==> config.mk <==
export PLATFORM = sky130hd
export DESIGN_NAME = pot_filter_pwm_setpoint_core
export DESIGN_NICKNAME = d
export VERILOG_FILES = /design/src/rtl/core/pfps_pkg.sv /design/src/rtl/core/pot_filter_pwm_setpoint_core.sv /design/src/rtl/core/pfps_ram.sv /design/src/rtl/core/pfps_cfg.sv /design/src/rtl/core/pfps_ctrl.sv /design/src/rtl/core/pfps_dp.sv
export VERILOG_INCLUDE_DIRS = /design/src /design/src/rtl/core
export SDC_FILE = /design/constraint.sdc
export NUM_CORES = 2
export LEC_CHECK = 0
export ABC_AREA = 0
export BUFFER_PORTS_ARGS = -buffer_cell sky130_fd_sc_hd__buf_2
export CAP_MARGIN = 40
export CORE_MARGIN = 3
export CORE_UTILIZATION = 69
export CTS_CLUSTER_SIZE = 14
export DETAILED_ROUTE_END_ITERATION = 7
export GPL_ROUTABILITY_DRIVEN = 0
export MAX_ROUTING_LAYER = met4
export PLACE_DENSITY_LB_ADDON = 0.25
export SLEW_MARGIN = 20
export SYNTH_ARGS = -nofsm -noshare
export SYNTH_HDL_FRONTEND = slang
export SYNTH_SLANG_ARGS = --single-unit
==> constraint.sdc <==
create_clock -name clk -period 15.7 [get_ports clk]
set_clock_uncertainty 0.15 [all_clocks]
set_input_delay 1.57 -clock clk [delete_from_list [all_inputs] [get_ports clk]]
set_output_delay 1.57 -clock clk [all_outputs]
set_load 0.02 [all_outputs]
==> src/rtl/core/pot_filter_pwm_setpoint_core_defines.svh <==
// ----------------------------------------------------------------------------
// Pot filter PWM set-point core: assertion macros
// Shared helpers for the concurrent checks in the core's modules. They expect
// clk and rst_n to be in scope.
// ----------------------------------------------------------------------------
`ifndef POT_FILTER_PWM_SETPOINT_CORE_DEFINES_SVH
`define POT_FILTER_PWM_SETPOINT_CORE_DEFINES_SVH

// same-cycle implication
`define PFPS_ASSERT_NOW(label, ante, cons, msg) \
  label: assert property (@(posedge clk) disable iff (!rst_n) (ante) |-> (cons)) \
    else $error(msg);

// next-cycle implication
`define PFPS_ASSERT_NEXT(label, ante, cons, msg) \
  label: assert property (@(posedge clk) disable iff (!rst_n) (ante) |=> (cons)) \
    else $error(msg);

`endif

==> src/rtl/core/pfps_pkg.sv <==
// ----------------------------------------------------------------------------
// Pot filter PWM set-point package
// Types, widths and constants shared by the core's modules.
// ----------------------------------------------------------------------------
package pfps_pkg;

  localparam int unsigned CFG_DATA_W = 32;
  localparam int unsigned CFG_ADDR_W = 5;
  localparam int unsigned CFG_IDX_W  = 3;

  localparam int unsigned CMD_W    = 2;
  localparam int unsigned OFFSET_W = 12;
  localparam int unsigned GAIN_W   = 16;
  localparam int unsigned SHIFT_W  = 5;
  localparam int unsigned PERIOD_W = 14;
  localparam int unsigned PCT_W    = 7;
  localparam int unsigned DIV_W    = 8;
  localparam int unsigned DUTY_W   = 16;
  localparam int unsigned SCALE_W  = 10;
  localparam int unsigned DIFF_W   = 16;
  localparam int unsigned GPROD_W  = DIFF_W + GAIN_W;
  localparam int unsigned MUL_W    = 22;
  localparam int unsigned PROD_W   = 2 * MUL_W;

  // fixed-point divide by 25 via reciprocal multiply
  localparam int unsigned FRAC_BITS   = 10;
  localparam int unsigned PCT_DIV     = 25;
  localparam int unsigned RECIP_SHIFT = 26;
  localparam logic [MUL_W-1:0] RECIP =
    MUL_W'(((64'd1 << RECIP_SHIFT) + 64'(PCT_DIV) - 64'd1) / 64'(PCT_DIV));
  localparam int unsigned PCTX_W = 21;

  localparam logic [PCT_W-1:0]   PCT_MAX   = PCT_W'(100);
  localparam logic [SCALE_W-1:0] SCALE_MAX = '1;

  typedef enum logic [CFG_IDX_W-1:0] {
    REG_ADC_OFFSET     = 3'd0,
    REG_ADC_GAIN       = 3'd1,
    REG_GAIN_SHIFT     = 3'd2,
    REG_PERIOD_MIN     = 3'd3,
    REG_PERIOD_MAX     = 3'd4,
    REG_DUTY_MIN_PCT   = 3'd5,
    REG_DUTY_MAX_PCT   = 3'd6,
    REG_UPDATE_DIVIDER = 3'd7
  } reg_idx_t;

  typedef enum logic [CMD_W-1:0] {
    CMD_DUTY = 2'd0,
    CMD_FREQ = 2'd1,
    CMD_TICK = 2'd2
  } cmd_code_t;

  typedef struct packed {
    logic [OFFSET_W-1:0] adc_offset;
    logic [GAIN_W-1:0]   adc_gain;
    logic [SHIFT_W-1:0]  gain_shift;
    logic [PERIOD_W-1:0] period_min;
    logic [PERIOD_W-1:0] period_max;
    logic [PCT_W-1:0]    duty_min_pct;
    logic [PCT_W-1:0]    duty_max_pct;
    logic [DIV_W-1:0]    update_divider;
  } cfg_t;

  localparam cfg_t CFG_RESET = '{
    adc_offset:     OFFSET_W'(0),
    adc_gain:       GAIN_W'(1024),
    gain_shift:     SHIFT_W'(12),
    period_min:     PERIOD_W'(100),
    period_max:     PERIOD_W'(1000),
    duty_min_pct:   PCT_W'(10),
    duty_max_pct:   PCT_W'(90),
    update_divider: DIV_W'(10)
  };

  typedef enum logic [2:0] {
    MS_GAIN_F = 3'd0,
    MS_GAIN_D = 3'd1,
    MS_SPAN   = 3'd2,
    MS_PCT_HI = 3'd3,
    MS_PCT_LO = 3'd4,
    MS_RECIP  = 3'd5,
    MS_DUTY   = 3'd6
  } mul_sel_t;

  typedef enum logic [15:0] {
    ST_IDLE = 16'h0001,
    ST_DISP = 16'h0002,
    ST_SACC = 16'h0004,
    ST_MF   = 16'h0008,
    ST_SF   = 16'h0010,
    ST_MP   = 16'h0020,
    ST_PER  = 16'h0040,
    ST_MHI  = 16'h0080,
    ST_DHI  = 16'h0100,
    ST_MLO  = 16'h0200,
    ST_DLO  = 16'h0400,
    ST_MD   = 16'h0800,
    ST_SD   = 16'h1000,
    ST_MS   = 16'h2000,
    ST_FIN  = 16'h4000,
    ST_OUT  = 16'h8000
  } state_t;

  typedef struct packed {
    logic     accept;
    logic     ram_rd;
    logic     win_upd;
    logic     tick_step;
    logic     mul_en;
    mul_sel_t mul_sel;
    logic     ld_s;
    logic     ld_per;
    logic     ld_maxd;
    logic     ld_mind;
    logic     ld_duty;
    logic     out_load;
  } dp_cmd_t;

  typedef struct packed {
    logic is_sample;
    logic is_tick_active;
    logic tick_hit;
    logic out_free;
  } dp_sts_t;

endpackage

==> src/rtl/core/pot_filter_pwm_setpoint_core.sv <==
// ----------------------------------------------------------------------------
// Pot filter PWM set-point core
// Moving-average filters for the duty and frequency pots with periodic linear
// scaling into a PWM period and duty set-point.
// ----------------------------------------------------------------------------
// One item is worked on at a time. A duty or frequency sample passes through
// a window read from RAM, a sum update and the result register; a control tick
// passes straight to the result register unless it triggers a
// set-point recompute, which runs eight dependent products (gain for each pot,
// span, both percent limits with their divide by 25, duty span) through one
// shared 22x22 multiplier. A result is held in the output register until taken;
// the next item is accepted meanwhile and waits only at its own result.
// No clearing pass is needed after reset: unfilled window slots read as zero.
module pot_filter_pwm_setpoint_core #(
  parameter int unsigned WINDOW_DEPTH = 16,
  parameter int unsigned SAMPLE_BITS  = 12
) (
  input  logic                                  clk,
  input  logic                                  rst_n,
  // sample/tick transfers
  input  logic                                  in_tvalid,
  output logic                                  in_tready,
  input  logic [((SAMPLE_BITS+7)/8)*8-1:0]      in_tdata,   // sample
  input  logic [2:0]                            in_tuser,   // cmd, pot_mode_active
  // result transfers
  output logic                                  out_tvalid,
  input  logic                                  out_tready,
  output logic [((SAMPLE_BITS+37)/8)*8-1:0]     out_tdata,  // filtered, period, duty
  output logic                                  out_tuser,  // updated
  // configuration
  input  logic                                  cfg_psel,
  input  logic                                  cfg_penable,
  input  logic                                  cfg_pwrite,
  input  logic [pfps_pkg::CFG_ADDR_W-1:0]       cfg_paddr,
  input  logic [pfps_pkg::CFG_DATA_W-1:0]       cfg_pwdata,
  output logic [pfps_pkg::CFG_DATA_W-1:0]       cfg_prdata,
  output logic                                  cfg_pready
);

  localparam int unsigned OUT_TDATA_W = ((SAMPLE_BITS + 37) / 8) * 8;
  localparam int unsigned OUT_BITS    = SAMPLE_BITS + pfps_pkg::PERIOD_W + pfps_pkg::DUTY_W;

  pfps_pkg::cfg_t    cfg;
  pfps_pkg::dp_cmd_t cmd;
  pfps_pkg::dp_sts_t sts;

  logic [SAMPLE_BITS-1:0]        filtered;
  logic [pfps_pkg::PERIOD_W-1:0] period;
  logic [pfps_pkg::DUTY_W-1:0]   duty;
  logic [OUT_BITS-1:0]           out_bits;

  pfps_cfg u_cfg (
    .clk         (clk),
    .rst_n       (rst_n),
    .cfg_psel    (cfg_psel),
    .cfg_penable (cfg_penable),
    .cfg_pwrite  (cfg_pwrite),
    .cfg_paddr   (cfg_paddr),
    .cfg_pwdata  (cfg_pwdata),
    .cfg_prdata  (cfg_prdata),
    .cfg_pready  (cfg_pready),
    .cfg         (cfg)
  );

  pfps_ctrl u_ctrl (
    .clk      (clk),
    .rst_n    (rst_n),
    .in_valid (in_tvalid),
    .in_ready (in_tready),
    .sts      (sts),
    .cmd      (cmd)
  );

  pfps_dp #(
    .WINDOW_DEPTH (WINDOW_DEPTH),
    .SAMPLE_BITS  (SAMPLE_BITS)
  ) u_dp (
    .clk          (clk),
    .rst_n        (rst_n),
    .cfg          (cfg),
    .cmd          (cmd),
    .sts          (sts),
    .in_cmd       (in_tuser[pfps_pkg::CMD_W-1:0]),
    .in_sample    (in_tdata[SAMPLE_BITS-1:0]),
    .in_active    (in_tuser[pfps_pkg::CMD_W]),
    .out_valid    (out_tvalid),
    .out_ready    (out_tready),
    .out_filtered (filtered),
    .out_period   (period),
    .out_duty     (duty),
    .out_updated  (out_tuser)
  );

  assign out_bits  = {duty, period, filtered};
  assign out_tdata = OUT_TDATA_W'(out_bits);

endmodule

==> src/rtl/core/pfps_ram.sv <==
// ----------------------------------------------------------------------------
// Generic RAM
// One write port, one read port, registered read data.
// ----------------------------------------------------------------------------
module pfps_ram #(
  parameter int unsigned WIDTH = 12,
  parameter int unsigned DEPTH = 32
) (
  input  logic                     clk,
  input  logic                     we,
  input  logic [$clog2(DEPTH)-1:0] waddr,
  input  logic [WIDTH-1:0]         wdata,
  input  logic                     re,
  input  logic [$clog2(DEPTH)-1:0] raddr,
  output logic [WIDTH-1:0]         rdata
);

  logic [WIDTH-1:0] mem_r [DEPTH];
  logic [WIDTH-1:0] rdata_r;

  always_ff @(posedge clk) begin
    if (we) begin
      mem_r[waddr] <= wdata;
    end
    if (re) begin
      rdata_r <= mem_r[raddr];
    end
  end

  assign rdata = rdata_r;

endmodule

==> src/rtl/core/pfps_cfg.sv <==
// ----------------------------------------------------------------------------
// Configuration registers
// APB-style register file holding the scaling and update settings.
// ----------------------------------------------------------------------------
module pfps_cfg (
  input  logic                             clk,
  input  logic                             rst_n,
  input  logic                             cfg_psel,
  input  logic                             cfg_penable,
  input  logic                             cfg_pwrite,
  input  logic [pfps_pkg::CFG_ADDR_W-1:0]  cfg_paddr,
  input  logic [pfps_pkg::CFG_DATA_W-1:0]  cfg_pwdata,
  output logic [pfps_pkg::CFG_DATA_W-1:0]  cfg_prdata,
  output logic                             cfg_pready,
  output pfps_pkg::cfg_t                   cfg
);

  pfps_pkg::cfg_t     cfg_r, cfg_nxt;
  pfps_pkg::reg_idx_t idx;
  logic               wr;

  assign idx        = pfps_pkg::reg_idx_t'(cfg_paddr[pfps_pkg::CFG_ADDR_W-1:2]);
  assign wr         = cfg_psel && cfg_penable && cfg_pwrite;
  assign cfg_pready = 1'b1;

  always_comb begin
    cfg_nxt = cfg_r;
    if (wr) begin
      unique case (idx)
        pfps_pkg::REG_ADC_OFFSET:
          cfg_nxt.adc_offset = cfg_pwdata[pfps_pkg::OFFSET_W-1:0];
        pfps_pkg::REG_ADC_GAIN:
          cfg_nxt.adc_gain = cfg_pwdata[pfps_pkg::GAIN_W-1:0];
        pfps_pkg::REG_GAIN_SHIFT:
          cfg_nxt.gain_shift = cfg_pwdata[pfps_pkg::SHIFT_W-1:0];
        pfps_pkg::REG_PERIOD_MIN:
          cfg_nxt.period_min = cfg_pwdata[pfps_pkg::PERIOD_W-1:0];
        pfps_pkg::REG_PERIOD_MAX:
          cfg_nxt.period_max = cfg_pwdata[pfps_pkg::PERIOD_W-1:0];
        pfps_pkg::REG_DUTY_MIN_PCT:
          cfg_nxt.duty_min_pct = cfg_pwdata[pfps_pkg::PCT_W-1:0];
        pfps_pkg::REG_DUTY_MAX_PCT:
          cfg_nxt.duty_max_pct = cfg_pwdata[pfps_pkg::PCT_W-1:0];
        pfps_pkg::REG_UPDATE_DIVIDER:
          cfg_nxt.update_divider = cfg_pwdata[pfps_pkg::DIV_W-1:0];
        default: cfg_nxt = cfg_r;
      endcase
    end
  end

  always_comb begin
    unique case (idx)
      pfps_pkg::REG_ADC_OFFSET:     cfg_prdata = pfps_pkg::CFG_DATA_W'(cfg_r.adc_offset);
      pfps_pkg::REG_ADC_GAIN:       cfg_prdata = pfps_pkg::CFG_DATA_W'(cfg_r.adc_gain);
      pfps_pkg::REG_GAIN_SHIFT:     cfg_prdata = pfps_pkg::CFG_DATA_W'(cfg_r.gain_shift);
      pfps_pkg::REG_PERIOD_MIN:     cfg_prdata = pfps_pkg::CFG_DATA_W'(cfg_r.period_min);
      pfps_pkg::REG_PERIOD_MAX:     cfg_prdata = pfps_pkg::CFG_DATA_W'(cfg_r.period_max);
      pfps_pkg::REG_DUTY_MIN_PCT:   cfg_prdata = pfps_pkg::CFG_DATA_W'(cfg_r.duty_min_pct);
      pfps_pkg::REG_DUTY_MAX_PCT:   cfg_prdata = pfps_pkg::CFG_DATA_W'(cfg_r.duty_max_pct);
      pfps_pkg::REG_UPDATE_DIVIDER: cfg_prdata = pfps_pkg::CFG_DATA_W'(cfg_r.update_divider);
      default:                      cfg_prdata = '0;
    endcase
  end

  always_ff @(posedge clk) begin
    if (!rst_n) begin
      cfg_r <= pfps_pkg::CFG_RESET;
    end else begin
      cfg_r <= cfg_nxt;
    end
  end

  assign cfg = cfg_r;

endmodule

==> src/rtl/core/pfps_ctrl.sv <==
// ----------------------------------------------------------------------------
// Set-point controller
// Sequences window updates and the set-point recompute over the datapath.
// ----------------------------------------------------------------------------
module pfps_ctrl (
  input  logic               clk,
  input  logic               rst_n,
  input  logic               in_valid,
  output logic               in_ready,
  input  pfps_pkg::dp_sts_t  sts,
  output pfps_pkg::dp_cmd_t  cmd
);

`include "pot_filter_pwm_setpoint_core_defines.svh"

  pfps_pkg::state_t state_r, state_nxt;

  assign in_ready = (state_r == pfps_pkg::ST_IDLE);

  always_comb begin
    state_nxt   = state_r;
    cmd         = '0;
    cmd.mul_sel = pfps_pkg::MS_GAIN_F;
    unique case (state_r)
      pfps_pkg::ST_IDLE: begin
        cmd.accept = in_valid;
        if (in_valid) begin
          state_nxt = pfps_pkg::ST_DISP;
        end
      end
      pfps_pkg::ST_DISP: begin
        if (sts.is_sample) begin
          cmd.ram_rd = 1'b1;
          state_nxt  = pfps_pkg::ST_SACC;
        end else if (sts.is_tick_active) begin
          cmd.tick_step = 1'b1;
          state_nxt     = sts.tick_hit ? pfps_pkg::ST_MF : pfps_pkg::ST_OUT;
        end else begin
          state_nxt = pfps_pkg::ST_OUT;
        end
      end
      pfps_pkg::ST_SACC: begin
        cmd.win_upd = 1'b1;
        state_nxt   = pfps_pkg::ST_OUT;
      end
      pfps_pkg::ST_MF: begin
        cmd.mul_en  = 1'b1;
        cmd.mul_sel = pfps_pkg::MS_GAIN_F;
        state_nxt   = pfps_pkg::ST_SF;
      end
      pfps_pkg::ST_SF: begin
        cmd.ld_s  = 1'b1;
        state_nxt = pfps_pkg::ST_MP;
      end
      pfps_pkg::ST_MP: begin
        cmd.mul_en  = 1'b1;
        cmd.mul_sel = pfps_pkg::MS_SPAN;
        state_nxt   = pfps_pkg::ST_PER;
      end
      pfps_pkg::ST_PER: begin
        cmd.ld_per = 1'b1;
        state_nxt  = pfps_pkg::ST_MHI;
      end
      pfps_pkg::ST_MHI: begin
        cmd.mul_en  = 1'b1;
        cmd.mul_sel = pfps_pkg::MS_PCT_HI;
        state_nxt   = pfps_pkg::ST_DHI;
      end
      pfps_pkg::ST_DHI: begin
        cmd.mul_en  = 1'b1;
        cmd.mul_sel = pfps_pkg::MS_RECIP;
        state_nxt   = pfps_pkg::ST_MLO;
      end
      pfps_pkg::ST_MLO: begin
        cmd.ld_maxd = 1'b1;
        cmd.mul_en  = 1'b1;
        cmd.mul_sel = pfps_pkg::MS_PCT_LO;
        state_nxt   = pfps_pkg::ST_DLO;
      end
      pfps_pkg::ST_DLO: begin
        cmd.mul_en  = 1'b1;
        cmd.mul_sel = pfps_pkg::MS_RECIP;
        state_nxt   = pfps_pkg::ST_MD;
      end
      pfps_pkg::ST_MD: begin
        cmd.ld_mind = 1'b1;
        cmd.mul_en  = 1'b1;
        cmd.mul_sel = pfps_pkg::MS_GAIN_D;
        state_nxt   = pfps_pkg::ST_SD;
      end
      pfps_pkg::ST_SD: begin
        cmd.ld_s  = 1'b1;
        state_nxt = pfps_pkg::ST_MS;
      end
      pfps_pkg::ST_MS: begin
        cmd.mul_en  = 1'b1;
        cmd.mul_sel = pfps_pkg::MS_DUTY;
        state_nxt   = pfps_pkg::ST_FIN;
      end
      pfps_pkg::ST_FIN: begin
        cmd.ld_duty = 1'b1;
        state_nxt   = pfps_pkg::ST_OUT;
      end
      pfps_pkg::ST_OUT: begin
        if (sts.out_free) begin
          cmd.out_load = 1'b1;
          state_nxt    = pfps_pkg::ST_IDLE;
        end
      end
      default: state_nxt = pfps_pkg::ST_IDLE;
    endcase
  end

  always_ff @(posedge clk) begin
    if (!rst_n) begin
      state_r <= pfps_pkg::ST_IDLE;
    end else begin
      state_r <= state_nxt;
    end
  end

  `PFPS_ASSERT_NOW(a_out_load_free, cmd.out_load, sts.out_free, "result loaded over pending one")

endmodule

==> src/rtl/core/pfps_dp.sv <==
// ----------------------------------------------------------------------------
// Set-point datapath
// Window store, running sums, shared multiplier, set-point and result regs.
// ----------------------------------------------------------------------------
module pfps_dp #(
  parameter int unsigned WINDOW_DEPTH = 16,
  parameter int unsigned SAMPLE_BITS  = 12
) (
  input  logic                             clk,
  input  logic                             rst_n,
  input  pfps_pkg::cfg_t                   cfg,
  input  pfps_pkg::dp_cmd_t                cmd,
  output pfps_pkg::dp_sts_t                sts,
  input  logic [pfps_pkg::CMD_W-1:0]       in_cmd,
  input  logic [SAMPLE_BITS-1:0]           in_sample,
  input  logic                             in_active,
  output logic                             out_valid,
  input  logic                             out_ready,
  output logic [SAMPLE_BITS-1:0]           out_filtered,
  output logic [pfps_pkg::PERIOD_W-1:0]    out_period,
  output logic [pfps_pkg::DUTY_W-1:0]      out_duty,
  output logic                             out_updated
);

`include "pot_filter_pwm_setpoint_core_defines.svh"

  localparam int unsigned PTR_W      = $clog2(WINDOW_DEPTH);
  localparam int unsigned RAM_DEPTH  = 2 ** (PTR_W + 1);
  localparam int unsigned SUM_W      = SAMPLE_BITS + PTR_W;
  localparam int unsigned MEAN_SHIFT = $clog2(WINDOW_DEPTH + 1) - 1;
  localparam logic [PTR_W-1:0] LAST_PTR = PTR_W'(WINDOW_DEPTH - 1);
  localparam int unsigned SPROD_W    = pfps_pkg::SCALE_W + pfps_pkg::PERIOD_W;
  localparam int unsigned DPROD_W    = pfps_pkg::SCALE_W + pfps_pkg::DUTY_W;

  // item
  logic [pfps_pkg::CMD_W-1:0] item_cmd_r;
  logic [SAMPLE_BITS-1:0]     smp_r;
  logic                       act_r;
  logic                       upd_r;
  logic                       ch;

  // windows
  logic [PTR_W-1:0]       ptr_r  [2];
  logic                   full_r [2];
  logic [SUM_W-1:0]       sum_r  [2];
  logic [SAMPLE_BITS-1:0] mean_r [2];
  logic [SAMPLE_BITS-1:0] rdata;
  logic [SAMPLE_BITS-1:0] old_smp;
  logic [SUM_W-1:0]       sum_nxt;
  logic [PTR_W:0]         ram_addr;

  // tick
  logic [pfps_pkg::DIV_W-1:0] tick_r, tick_inc;

  // scaling
  logic [pfps_pkg::PROD_W-1:0]   prod_r;
  logic [pfps_pkg::MUL_W-1:0]    mul_a, mul_b;
  logic [pfps_pkg::SCALE_W-1:0]  s_r, s_nxt;
  logic [pfps_pkg::GPROD_W-1:0]  shifted;
  logic [pfps_pkg::DIFF_W-1:0]   off_ext, mean_f_ext, mean_d_ext, d_f, d_d;
  logic [pfps_pkg::PCT_W-1:0]    pct_hi, pct_lo;
  logic                          up;
  logic [pfps_pkg::PERIOD_W-1:0] span, per_nxt, q_up;
  logic [SPROD_W:0]              rnd;
  logic [pfps_pkg::PERIOD_W-1:0] q_dn;
  logic [pfps_pkg::PERIOD_W-1:0] period_r;
  logic [pfps_pkg::DUTY_W-1:0]   maxd_r, mind_r, duty_r, duty_nxt, dspan, dq;

  // result
  logic                          out_valid_r;
  logic [SAMPLE_BITS-1:0]        out_filt_r;
  logic [pfps_pkg::PERIOD_W-1:0] out_period_r;
  logic [pfps_pkg::DUTY_W-1:0]   out_duty_r;
  logic                          out_upd_r;
  logic                          is_sample;

  assign ch        = item_cmd_r[0];
  assign is_sample = (item_cmd_r == pfps_pkg::CMD_DUTY) || (item_cmd_r == pfps_pkg::CMD_FREQ);
  assign tick_inc  = tick_r + 1'b1;

  assign sts.is_sample      = is_sample;
  assign sts.is_tick_active = (item_cmd_r == pfps_pkg::CMD_TICK) && act_r;
  assign sts.tick_hit       = (tick_inc == cfg.update_divider);
  assign sts.out_free       = !out_valid_r || out_ready;

  // window store: both channels share one RAM, channel in the top address bit
  assign ram_addr = {ch, ptr_r[ch]};

  pfps_ram #(
    .WIDTH (SAMPLE_BITS),
    .DEPTH (RAM_DEPTH)
  ) u_win_ram (
    .clk   (clk),
    .we    (cmd.win_upd),
    .waddr (ram_addr),
    .wdata (smp_r),
    .re    (cmd.ram_rd),
    .raddr (ram_addr),
    .rdata (rdata)
  );

  // entries not yet written read as zero
  assign old_smp = full_r[ch] ? rdata : '0;
  assign sum_nxt = sum_r[ch] - SUM_W'(old_smp) + SUM_W'(smp_r);

  always_ff @(posedge clk) begin
    if (cmd.accept) begin
      item_cmd_r <= in_cmd;
      smp_r      <= in_sample;
      act_r      <= in_active;
    end
  end

  always_ff @(posedge clk) begin
    if (!rst_n) begin
      for (int i = 0; i < 2; i++) begin
        ptr_r[i]  <= '0;
        full_r[i] <= 1'b0;
        sum_r[i]  <= '0;
        mean_r[i] <= '0;
      end
    end else if (cmd.win_upd) begin
      sum_r[ch]  <= sum_nxt;
      mean_r[ch] <= SAMPLE_BITS'(sum_nxt >> MEAN_SHIFT);
      if (ptr_r[ch] == LAST_PTR) begin
        ptr_r[ch]  <= '0;
        full_r[ch] <= 1'b1;
      end else begin
        ptr_r[ch] <= ptr_r[ch] + 1'b1;
      end
    end
  end

  always_ff @(posedge clk) begin
    if (!rst_n) begin
      tick_r <= '0;
    end else if (cmd.tick_step) begin
      tick_r <= sts.tick_hit ? '0 : tick_inc;
    end
  end

  // offset removal with floor at zero
  assign off_ext    = pfps_pkg::DIFF_W'(cfg.adc_offset);
  assign mean_d_ext = pfps_pkg::DIFF_W'(mean_r[0]);
  assign mean_f_ext = pfps_pkg::DIFF_W'(mean_r[1]);
  assign d_d        = (mean_d_ext >= off_ext) ? (mean_d_ext - off_ext) : '0;
  assign d_f        = (mean_f_ext >= off_ext) ? (mean_f_ext - off_ext) : '0;

  assign pct_hi = (cfg.duty_max_pct > pfps_pkg::PCT_MAX) ? pfps_pkg::PCT_MAX : cfg.duty_max_pct;
  assign pct_lo = (cfg.duty_min_pct > pfps_pkg::PCT_MAX) ? pfps_pkg::PCT_MAX : cfg.duty_min_pct;

  assign up    = (cfg.period_max >= cfg.period_min);
  assign span  = up ? (cfg.period_max - cfg.period_min) : (cfg.period_min - cfg.period_max);
  assign dspan = maxd_r - mind_r;

  always_comb begin
    unique case (cmd.mul_sel)
      pfps_pkg::MS_GAIN_F: begin
        mul_a = pfps_pkg::MUL_W'(d_f);
        mul_b = pfps_pkg::MUL_W'(cfg.adc_gain);
      end
      pfps_pkg::MS_GAIN_D: begin
        mul_a = pfps_pkg::MUL_W'(d_d);
        mul_b = pfps_pkg::MUL_W'(cfg.adc_gain);
      end
      pfps_pkg::MS_SPAN: begin
        mul_a = pfps_pkg::MUL_W'(s_r);
        mul_b = pfps_pkg::MUL_W'(span);
      end
      pfps_pkg::MS_PCT_HI: begin
        mul_a = pfps_pkg::MUL_W'(pct_hi);
        mul_b = pfps_pkg::MUL_W'(period_r);
      end
      pfps_pkg::MS_PCT_LO: begin
        mul_a = pfps_pkg::MUL_W'(pct_lo);
        mul_b = pfps_pkg::MUL_W'(period_r);
      end
      pfps_pkg::MS_RECIP: begin
        mul_a = pfps_pkg::MUL_W'(prod_r[pfps_pkg::PCTX_W-1:0]);
        mul_b = pfps_pkg::RECIP;
      end
      pfps_pkg::MS_DUTY: begin
        mul_a = pfps_pkg::MUL_W'(s_r);
        mul_b = pfps_pkg::MUL_W'(dspan);
      end
      default: begin
        mul_a = '0;
        mul_b = '0;
      end
    endcase
  end

  always_ff @(posedge clk) begin
    if (cmd.mul_en) begin
      prod_r <= mul_a * mul_b;
    end
  end

  // gain shift and clamp to ten bits
  assign shifted = prod_r[pfps_pkg::GPROD_W-1:0] >> cfg.gain_shift;
  assign s_nxt   = (|shifted[pfps_pkg::GPROD_W-1:pfps_pkg::SCALE_W]) ? pfps_pkg::SCALE_MAX
                                                                     : shifted[pfps_pkg::SCALE_W-1:0];

  // interpolation; downward direction rounds the step up
  assign q_up    = prod_r[SPROD_W-1:pfps_pkg::FRAC_BITS];
  assign rnd     = {1'b0, prod_r[SPROD_W-1:0]} + (SPROD_W+1)'(pfps_pkg::SCALE_MAX);
  assign q_dn    = rnd[SPROD_W-1:pfps_pkg::FRAC_BITS];
  assign per_nxt = up ? (cfg.period_min + q_up) : (cfg.period_min - q_dn);

  assign dq       = prod_r[DPROD_W-1:pfps_pkg::FRAC_BITS];
  assign duty_nxt = (mind_r > maxd_r) ? mind_r : (maxd_r - dq);

  always_ff @(posedge clk) begin
    if (cmd.ld_s) begin
      s_r <= s_nxt;
    end
    if (cmd.ld_maxd) begin
      maxd_r <= prod_r[pfps_pkg::RECIP_SHIFT +: pfps_pkg::DUTY_W];
    end
    if (cmd.ld_mind) begin
      mind_r <= prod_r[pfps_pkg::RECIP_SHIFT +: pfps_pkg::DUTY_W];
    end
  end

  always_ff @(posedge clk) begin
    if (!rst_n) begin
      period_r <= '0;
      duty_r   <= '0;
      upd_r    <= 1'b0;
    end else begin
      if (cmd.ld_per) begin
        period_r <= per_nxt;
      end
      if (cmd.ld_duty) begin
        duty_r <= duty_nxt;
        upd_r  <= 1'b1;
      end else if (cmd.accept) begin
        upd_r <= 1'b0;
      end
    end
  end

  // result register
  always_ff @(posedge clk) begin
    if (!rst_n) begin
      out_valid_r <= 1'b0;
    end else if (cmd.out_load) begin
      out_valid_r <= 1'b1;
    end else if (out_ready) begin
      out_valid_r <= 1'b0;
    end
  end

  always_ff @(posedge clk) begin
    if (cmd.out_load) begin
      out_filt_r   <= is_sample ? mean_r[ch] : '0;
      out_period_r <= period_r;
      out_duty_r   <= duty_r;
      out_upd_r    <= upd_r;
    end
  end

  assign out_valid    = out_valid_r;
  assign out_filtered = out_filt_r;
  assign out_period   = out_period_r;
  assign out_duty     = out_duty_r;
  assign out_updated  = out_upd_r;

  `PFPS_ASSERT_NOW(a_upd_tick_clear, cmd.out_load && upd_r, tick_r == '0, "update without tick clear")
  `PFPS_ASSERT_NOW(a_sample_no_upd, cmd.out_load && is_sample, !upd_r, "sample flagged as update")
  `PFPS_ASSERT_NEXT(a_duty_floor, cmd.ld_duty, duty_r >= $past(mind_r), "duty below minimum")

endmodule

==> impl_metrics.yaml <==
floorplan:
  ios: 147
  coreArea_um2: 68700
  dieHeight_um: 270
  die_area_um2: 72700
  rows: 96
  die_w_um: 270
  floorplan.initialDensity_pct: 69.8
sta:
  timing.fmax_mhz: 90.0
  period_share_pct: 70.8
  maxSlewHeadroom_pct: 38.2
  rsz0062_at_grt: "no"
  fin_tns_setup_ns: 0
  report.final.slew_viol_count: 0
  fin_crit_ns: 11.12
  setup_viol: 0
  timing_worst_slew_pin_value_ns: 0.904
  hold_viol: 0
cts:
  cts_tree: "built"
  cts-buffers-inserted: 73
  cts_root_buffer: "clkbuf_16"
  cts_sinks: 720
  cts.clk_slew.worst_paths_ns: 0.06
  clk_latency_ns: 0.67
  h-tree-depth: 3
  cts-resized-gates: 0
  postCtsHoldBufs: 0
  cts_setup_buffers: 0
  cts_buffer_depth: 3
global_routing:
  grt_pass1_wl_mm: 206
  globalRouteTotalUtil_pct: 38.3
  grt_max_degree: 71
  overflow: 0
  grt_pass1_vias: 35200
  grt_antenna_before_repair: 2
layout:
  fin_util_pct: 76.2
  fin_area_um2: 52400
  num-nets-final: 5084
  syn_to_final_growth_pct: 9.18
  fillerInstances: 4344
  drive_gt1_share_pct: 11.6
route:
  ant_nets: 0
  vias_per_cell: 6.49
  routed_wl_mm: 136
  top_layer: "met4"
  met1_length_mm: 47.0
  drc: 0
  met2_length_mm: 64.1
  vias: 35100
  wl_per_cell_um: 25.1
  drt_first_pass_iters: 8
  met3_length_mm: 13.4
  drtIter0Drc: 4070
logic_synthesis:
  synth_top_cell_by_area: "edfxtp_1"
  synth_cell_type_count: 99
  synth_fa_ha_area_share_pct: 20.8
  ys_ff_latch: 720
  synth_simple_gate_area_share_pct: 11.1
  async_flop_share_pct: 0
  synth.area.top_cells: "edfxtp_1 (36%), fa_1 (13%), ha_1 (7.7%)"
  synthXorXnorAreaFrac_pct: 2.77
  synth_area_per_cell_um2: 11.2
  ys_seq_area_share_pct: 42.1
  syn_area_um2: 48000
  yosys.area.top_type_share_pct: 36.2
  synth_top_family_by_area: "adder cells"
  synthMuxAreaShare_pct: 8.01
  yosysWarnings: 0
  synth_edf_count: 578
  synthCells: 4271
  synth_compound_gate_area_share_pct: 9.50
  synthFlopType: "edfxtp_1"
place:
  io_buffers: 101
  post-dp-hpwl_mm: 94.6
  placed_cell_area_um2: 50000
outcome:
  status: "finished, final reports clean"
power:
  powerDensity_nw_per_um2: 85.2
  ir_drop_v: 0.000106
  total_leakage_power_uw: 0.0220
setup_path:
  cp.required_ns: 15.94
  worstPathArrival_ns: 11.36
  critPathKind: "flip-flop to flip-flop"
  crit_path_end_kind: "flip-flop"
  critPathMaxStageDelay_ns: 0.70
  crit_fanout: 12
  worst_path_most_repeated_cell: "fa_1"
  start_kind: "flip-flop"
  critPathSlowestCell: "a21o_1"
run:
  max-cap-violations: 0
min_path:
  hp-class: "flip-flop to flip-flop"
[sequential cells by signal (all words and copies together), names as in the netlist, 10 cells and up, named ones only]
name / flops
u_dp.u_win_ram.mem_r: 384
u_cfg.cfg: 83
u_dp.prod_r: 42
u_dp.mean_r: 22
u_ctrl.state_r: 16
u_dp.duty_r: 16
u_dp.maxd_r: 16
u_dp.mind_r: 16
u_dp.out_duty: 16
u_dp.out_period: 14
u_dp.period_r: 14
u_dp.out_filtered: 12
u_dp.smp_r: 12
u_dp.u_win_ram.rdata: 12
u_dp.s_r: 10
u_dp.sum_r: 10
[Yosys cell counts (22+ instances only)]
| cell | count |
|---|---|
| a211oi_1 | 28 |
| a21o_1 | 56 |
| a21oi_1 | 250 |
| a22oi_1 | 56 |
| and2_1 | 100 |
| and3_1 | 34 |
| buf_2 | 22 |
| buf_4 | 23 |
| clkbuf_1 | 136 |
| dfxtp_1 | 142 |
| edfxtp_1 | 578 |
| fa_1 | 313 |
| ha_1 | 295 |
| inv_1 | 502 |
| mux2_2 | 25 |
| mux2i_1 | 104 |
| mux4_2 | 112 |
| nand2_1 | 426 |
| nand2b_1 | 22 |
| nand3_1 | 46 |
| nand4_1 | 29 |
| nor2_1 | 320 |
| nor2b_1 | 30 |
| nor3_1 | 41 |
| o211ai_1 | 30 |
| o21ai_0 | 108 |
| xnor2_1 | 106 |
| xor2_1 | 46 |
[kinds of logic after synthesis]
kind of cell | Yosys count
compound gates | 704
xor+xnor | 152
fa+ha+maj | 608
buf+inv | 705
flops | 720
mux | 241
other cells | 2
simple gates | 1139
[where the power goes]
group	internal [uW]	leakage, uW	switching, uW
logic	248	0.0143	405
clock network	935	0.00113	788
registers	2080	0.00648	8.50
total	3260	0.0220	1200
[per-stage QoR]
| step | total power [uW] | worst slack, ns | std cells | hold slack [ns] |
|---|---|---|---|---|
| after floorplan | 2570 | 6.31 | 4322 | 0.253 |
| after global placement | 2730 | 4.79 | 5221 | 0.258 |
| after detailed placement | 2750 | 4.83 | 5264 | 0.260 |
| after CTS | 4450 | 4.71 | 5392 | 0.273 |
| after global routing | 4590 | 4.11 | 5398 | 0.281 |
| final | 4460 | 4.58 | 5399 | 0.276 |
[routing by layer]
metal / vias up / global-route usage [%]
li1: 15100 / -
met1: 17000 / 45.3
met2: 2253 / 60.8
met3: 644 / 7.04
met4: 0 / 24.9
met5: - / -
[layout by cell type, fill, tap and decap left out, types with 30 or more instances in the layout]
cell type and count:
a22oi_1 56, nor3_1 38, edfxtp_1 578, mux2i_1 104, nand2_1 425, and2_1 100, dfxtp_1 141, a21oi_1 249
nand3_1 46, xor2_1 46, a21o_1 56, clkbuf_16 73, xnor2_1 106, conb_1 53, inv_1 502, ha_1 295
mux4_2 112, and3_1 33, buf_4 91, nor2_1 317, o21ai_0 106, fa_1 313, o211ai_1 30, buf_2 103
[critical path: cells and delay by family, from the launching register on]
family | cells | cell delay (ns)
AOI/OAI and AO/OA | 15 | 4.16
xor gates and xnor gates | 2 | 0.33
adders and majority gates | 9 | 4.09
buffers and inverters | 7 | 0.71
DFF | 1 | 0.53
and+or+nand+nor | 3 | 0.87
[final timing paths]
| kind | cells past startpoint | end | slack, ns | from |
|---|---|---|---|---|
| worst max-delay path | 36 | u_dp.prod_r[41] | 4.58 | u_cfg.cfg[37] |
| worst min register to register | 0 | u_dp.out_duty[1] | 0.28 | u_dp.duty_r[1] |
| worst max register to register | 36 | u_dp.prod_r[41] | 4.58 | u_cfg.cfg[37] |
| worst min-delay path | 0 | u_dp.out_duty[1] | 0.28 | u_dp.duty_r[1] |
[area by class of cell]
type / count / area, um^2 / area share, %
diodes: 2 / 5.00 / 0.00955
clock buffers: 87 / 1900 / 3.63
clock inverters: 41 / 440 / 0.841
inverters: 506 / 1910 / 3.64
multi-input cells: 2897 / 25300 / 48.2
flip-flops and latches: 720 / 20200 / 38.6
well taps: 931 / 1160 / 2.22
repair buffers: 215 / 1510 / 2.89
No activity file was read; power rests on OpenSTA's default activity.
